===== config.mk =====
export PLATFORM = sky130hd
export DESIGN_NAME = spa_divider
export DESIGN_NICKNAME = d
export VERILOG_FILES = /design/src/design/assert_macros.svh /design/src/design/spa_pkg.sv /design/src/design/spa_divider.sv
export SDC_FILE = /design/constraint.sdc
export NUM_CORES = 2
export LEC_CHECK = 0
export BUFFER_PORTS_ARGS = -buffer_cell sky130_fd_sc_hd__buf_2
export CORE_ASPECT_RATIO = 0.8
export CORE_MARGIN = 1
export CORE_UTILIZATION = 35
export DETAILED_ROUTE_END_ITERATION = 8
export PLACE_DENSITY = 0.51
export SLEW_MARGIN = 20
export SYNTH_ARGS = -nofsm -noshare
export SYNTH_HDL_FRONTEND = slang
export SYNTH_SLANG_ARGS = --single-unit
export TNS_END_PERCENT = 50

===== constraint.sdc =====
create_clock -name aclk -period 5.45 [get_ports aclk]
set_input_delay 0.8175 -clock aclk [delete_from_list [all_inputs] [get_ports aclk]]
set_output_delay 0.8175 -clock aclk [all_outputs]
set_load 0.02 [all_outputs]

===== src/design/assert_macros.svh =====
// ----------------------------------------------------------------------------
// assert_macros
// Assertion macros shared by the design files.
// ----------------------------------------------------------------------------
`ifndef ASSERT_MACROS_SVH
`define ASSERT_MACROS_SVH
`ifndef SYNTHESIS
// Concurrent check clocked on clk, idle while rst_n is low.
`define SPA_ASSERT(label, clk, rst_n, prop) \
    label: assert property (@(posedge clk) disable iff (!rst_n) (prop)) \
        else $error("assertion failed");
// Concurrent check that also runs through reset.
`define SPA_ASSERT_ALWAYS(label, clk, prop) \
    label: assert property (@(posedge clk) (prop)) \
        else $error("assertion failed");
`else
`define SPA_ASSERT(label, clk, rst_n, prop)
`define SPA_ASSERT_ALWAYS(label, clk, prop)
`endif
`endif


===== src/design/spa_pkg.sv =====
// ----------------------------------------------------------------------------
// spa_pkg
// Shared types and constants of the segment/page address split unit.
// ----------------------------------------------------------------------------
package spa_pkg;

    localparam int DATA_W    = 32;
    localparam int IDX_IN_W  = 4;
    localparam int TID_W     = 16;
    localparam int CFG_ADDR_W = 1;

    localparam int SEGMENT_ENTRIES_DEF = 16;

    localparam logic [DATA_W-1:0] MAX_SEG_SIZE_RST = 32'd1024;
    localparam logic [DATA_W-1:0] PAGE_SIZE_RST    = 32'd64;

    typedef enum logic [CFG_ADDR_W-1:0] {
        CFG_MAX_SEG_SIZE = 1'b0,
        CFG_PAGE_SIZE    = 1'b1
    } cfg_addr_t;

    typedef enum logic {
        OP_LOAD  = 1'b0,
        OP_XLATE = 1'b1
    } op_t;

    typedef enum logic [1:0] {
        FAULT_OK      = 2'd0,
        FAULT_LENGTH  = 2'd1,
        FAULT_SEGMENT = 2'd2
    } fault_t;

    // Item carried beside the segment divider.
    typedef struct packed {
        op_t                 op;
        logic [IDX_IN_W-1:0] idx;
        logic [DATA_W-1:0]   len;
        logic [TID_W-1:0]    tid;
    } load_t;

    // Lookup status carried beside the page divider.
    typedef struct packed {
        fault_t            fault;
        logic [DATA_W-1:0] seg;
        logic [TID_W-1:0]  tid;
    } xlate_t;

endpackage


===== src/design/spa_divider.sv =====
// ----------------------------------------------------------------------------
// spa_divider
// Pipelined restoring divider, one quotient bit per stage, with sideband.
// ----------------------------------------------------------------------------
module spa_divider #(
    parameter int SIDE_W = 1
) (
    input  logic                      aclk,
    input  logic                      aresetn,
    input  logic                      en,
    input  logic                      in_valid,
    input  logic [spa_pkg::DATA_W-1:0] dividend,
    input  logic [spa_pkg::DATA_W-1:0] divisor,
    input  logic [SIDE_W-1:0]         side_in,
    output logic                      out_valid,
    output logic [spa_pkg::DATA_W-1:0] quotient,
    output logic [spa_pkg::DATA_W-1:0] remainder,
    output logic [SIDE_W-1:0]         side_out
);
    localparam int W = spa_pkg::DATA_W;

    logic [W-1:0]      valid_reg;
    logic [W-1:0]      rem_reg  [W];
    logic [W-1:0]      quo_reg  [W];
    logic [SIDE_W-1:0] side_reg [W];
    logic [W-1:0]      rem_next [W];
    logic [W-1:0]      quo_next [W];

    always_comb begin
        logic [W-1:0] prev_r;
        logic [W-1:0] prev_q;
        logic [W:0]   t;
        logic [W:0]   diff;
        logic         ge;
        for (int s = 0; s < W; s++) begin
            prev_r = (s == 0) ? '0 : rem_reg[(s == 0) ? 0 : s-1];
            prev_q = (s == 0) ? dividend : quo_reg[(s == 0) ? 0 : s-1];
            t      = {prev_r, prev_q[W-1]};
            diff   = t - {1'b0, divisor};
            ge     = (t >= {1'b0, divisor});
            rem_next[s] = ge ? diff[W-1:0] : t[W-1:0];
            quo_next[s] = {prev_q[W-2:0], ge};
        end
    end

    always_ff @(posedge aclk) begin
        if (!aresetn) begin
            valid_reg <= '0;
        end else if (en) begin
            valid_reg <= {valid_reg[W-2:0], in_valid};
        end
    end

    always_ff @(posedge aclk) begin
        if (en) begin
            for (int s = 0; s < W; s++) begin
                rem_reg[s] <= rem_next[s];
                quo_reg[s] <= quo_next[s];
            end
            side_reg[0] <= side_in;
            for (int s = 1; s < W; s++) begin
                side_reg[s] <= side_reg[s-1];
            end
        end
    end

    assign out_valid = valid_reg[W-1];
    assign quotient  = quo_reg[W-1];
    assign remainder = rem_reg[W-1];
    assign side_out  = side_reg[W-1];

endmodule


==> metrics.yaml <==
synth_simple_gate_area_share_pct: 10.1
yosys.area.top_type: "edfxtp_1"
yosysUniqueCellTypes: 101
reg2reg_slack_ns: 1.12
pwr_density_cell_nw_per_um2: 637
yosys_most_used_dff: "edfxtp_1"
fillers: 33700
tritoncts: "done"
synth_top_family_by_area: "compound AO/OA/AOI/OAI gates"
viasPerCell: 5.42
synth_edf_count: 2080
clk_pin_slew_worst_paths_ns: 0.06
swShare_pct: 39.8
power_leakage_uw: 0.0549
synth_fa_ha_area_share_pct: 10.5
grt_pass1_vias: 86600
pwr-share-clk_pct: 18.6
grt_first_pass_wirelength_um: 536000
die_x_um: 670
place_congestion: 0.896
hold_viol: 0
crit_path_end_kind: "register"
coreArea_um2: 354000
final_cell_mix: "2080 x edfxtp_1, 1036 x a21oi_1, 994 x ha_1, 868 x nand2_1, 811 x o21ai_0"
synthMuxAreaShare_pct: 3.53
syn_avg_cell_area_um2: 11.2
detail_route.iter0.violations: 7349
synthCells: 11100
vdd_drop_max_uv: 341
clock_latency_ns: 0.95
power_uw: 90300
skew_ns: 0.0585
clock.fmax_mhz: 218
rows: 195
combPwrFrac_pct: 49.6
wl_per_cell_um: 21.8
layout_setup_ws_ns: 0.873
layout_commonest_cell: "edfxtp_1"
crit_required_ns: 6.13
holdCritPathClass: "in -> reg"
worstMarginPinSlew_ns: 1.18
overflow: 0
ys_seq_area_share_pct: 50.5
max_slew_margin_pct: 19.0
cts-root-buf: "clkbuf_16"
syn-cell-area_um2: 125000
route.detailed.drc: 0
ys_ff_latch: 2112
start_util_pct: 35.3
die-area_um2: 359000
synthXorXnorAreaFrac_pct: 5.96
nets: 12600
drtAntennaViolNets: 0
status: "complete, no violations"
clock_path_buffers: 4
p_switching_uw: 35900
synth_compound_area_share_pct: 17.0
yosysTopAreaCellShare_pct: 50.0
synthTopCellsByArea: "edfxtp_1 50%, ha_1 10%, a21oi_1 4.2%, xnor2_1 3.5%, o21ai_0 3.3%"
seq_power_share_pct: 31.8
cts_made_buffers: 238
rsz0062_at_grt: "false"
firstDrtPassIters: 6
syn-num-nets: 12200
cap_violations: 0
antenna_found_initial: 31
ioPinCount: 135
drive_above_1_share_pct: 11.2
die_y_um: 536
pre_cts_slack_ns: -0.121
final-max-slew-violation-count: 0
cts_htree_levels: 4
crit_fanout: 19
worstSetupStartpointType: "input pin"
dp_hpwl_um: 263000
grt.total_usage_pct: 19.3
io_buffers: 134
min_period_ns: 4.58
crit_type: "in -> reg"
vias: 88900
post-route-period-util_pct: 84.0
critPathArrivalTime_ns: 5.25
grt_max_degree: 138
clkSinkCount: 2112
async_flop_share_pct: 0
finalSetupViolations: 0
syn_to_final_growth_pct: 13.5
yosysWarnings: 0
p_int_uw: 54400
drt_wl_total_um: 357000
[final timing paths]
path / from / cells after the start / to
worst min-delay path: dividend[4] / 1 / quo_reg[0][5]
worst max-delay path: divisor[17] / 14 / rem_reg[0][174]
worst min register to register: quo_reg[1][348] / 0 / quo_reg[1][381]
worst max register to register: rem_reg[1][448] / 12 / rem_reg[1][480]
[repair_timing]
item	CTS	global route
hold endpoints to repair	28	0
hold buffers	28	0
setup buffers	0	0
gates resized for setup	0	0
[cell type report]
cell class / count / area, µm² / area share [%]
sequential: 2112 / 63100 / 44.5
clock inverter: 175 / 2060 / 1.46
timing repair buffer: 523 / 4550 / 3.21
antenna: 5 / 12.5 / 0.00883
clock buffer: 264 / 6050 / 4.27
inverter: 298 / 1120 / 0.790
tap: 4728 / 5920 / 4.17
multi-input combinational: 8304 / 58900 / 41.6
[cell usage after synthesis, types with 30 or more instances]
cell type  count
o31ai_1       56
fa_1          31
ha_1         994
inv_1        298
nor2b_1      177
buf_4         70
nand2b_1     126
nand2_1      868
nand4_1      159
and2_1        55
nand3_1      200
nor2_1       665
dfxtp_1       32
and3_1        85
mux2_2       303
xor2_1       347
edfxtp_1    2080
nor4_1        50
o31a_1        31
or3_1         32
clkbuf_1     236
buf_2         71
a21boi_0      46
a21oi_1     1037
xnor2_1      503
o211ai_1      54
a211oi_1      77
o21a_1       142
a211o_1       30
nor3_1       122
o21bai_1     127
a21o_1       515
mux2i_1       64
mux2_1        32
a31oi_1      110
o21ai_0      811
[metal layers]
metal  up-vias  global-route usage (%)  share of wire (%)
met2      2372                    29.5                 43
met3       504                    2.95                5.6
met4         4                    5.47                2.9
met1     43200                    28.1                 49
li1      42900                       -                  -
met5         -                       0             0.0064
[cells by family (layout without fill, tap and decap cells)]
kind of cell / count (synthesis) / after routing
compound gates: 3367 / 3367
xor+xnor: 850 / 850
fa+ha+maj: 1025 / 1025
buf+inv: 691 / 1260
flops: 2112 / 2112
mux: 399 / 399
other cells: 0 / 5
simple gates: 2663 / 2663
[per-stage QoR]
step	cell area (µm²)	TNS [ns]	util, %	cells	hold WS (ns)
after CTS	142000	0	40.1	16400	0.0243
after global routing	142000	0	40.1	16400	0.0501
after global placement	133000	-0.202	37.7	15900	0.400
after floorplan	125000	0	-	11100	0.400
final	142000	0	40.1	16400	0.106
after detailed placement	133000	-1.28	37.7	15900	0.405
[worst max-delay path, cell delays in order]
cell       delay [ns]
buf_2            0.11
clkinv_2         0.56
ha_1             0.69
and2_1           0.21
nand3_1          0.16
nor3_1           0.47
buf_4            0.21
nand4_1          0.12
nor4_1           0.74
buf_4            0.23
a2111oi_2        0.06
o21ai_4          0.24
buf_12           0.21
mux2_2           0.38
[power by group through the flow]
stage          registers, µW  clock network [µW]  logic (µW)
2_1_floorplan          26800                   0       33300
3_3_place_gp           29100                   0       43500
3_5_place_dp           29000                   0       44000
4_1_cts                28800               17400       44300
5_1_grt                29100               18000       49500
6_report               28700               16800       44700
Note: power is estimated with default switching activity, not from simulation.
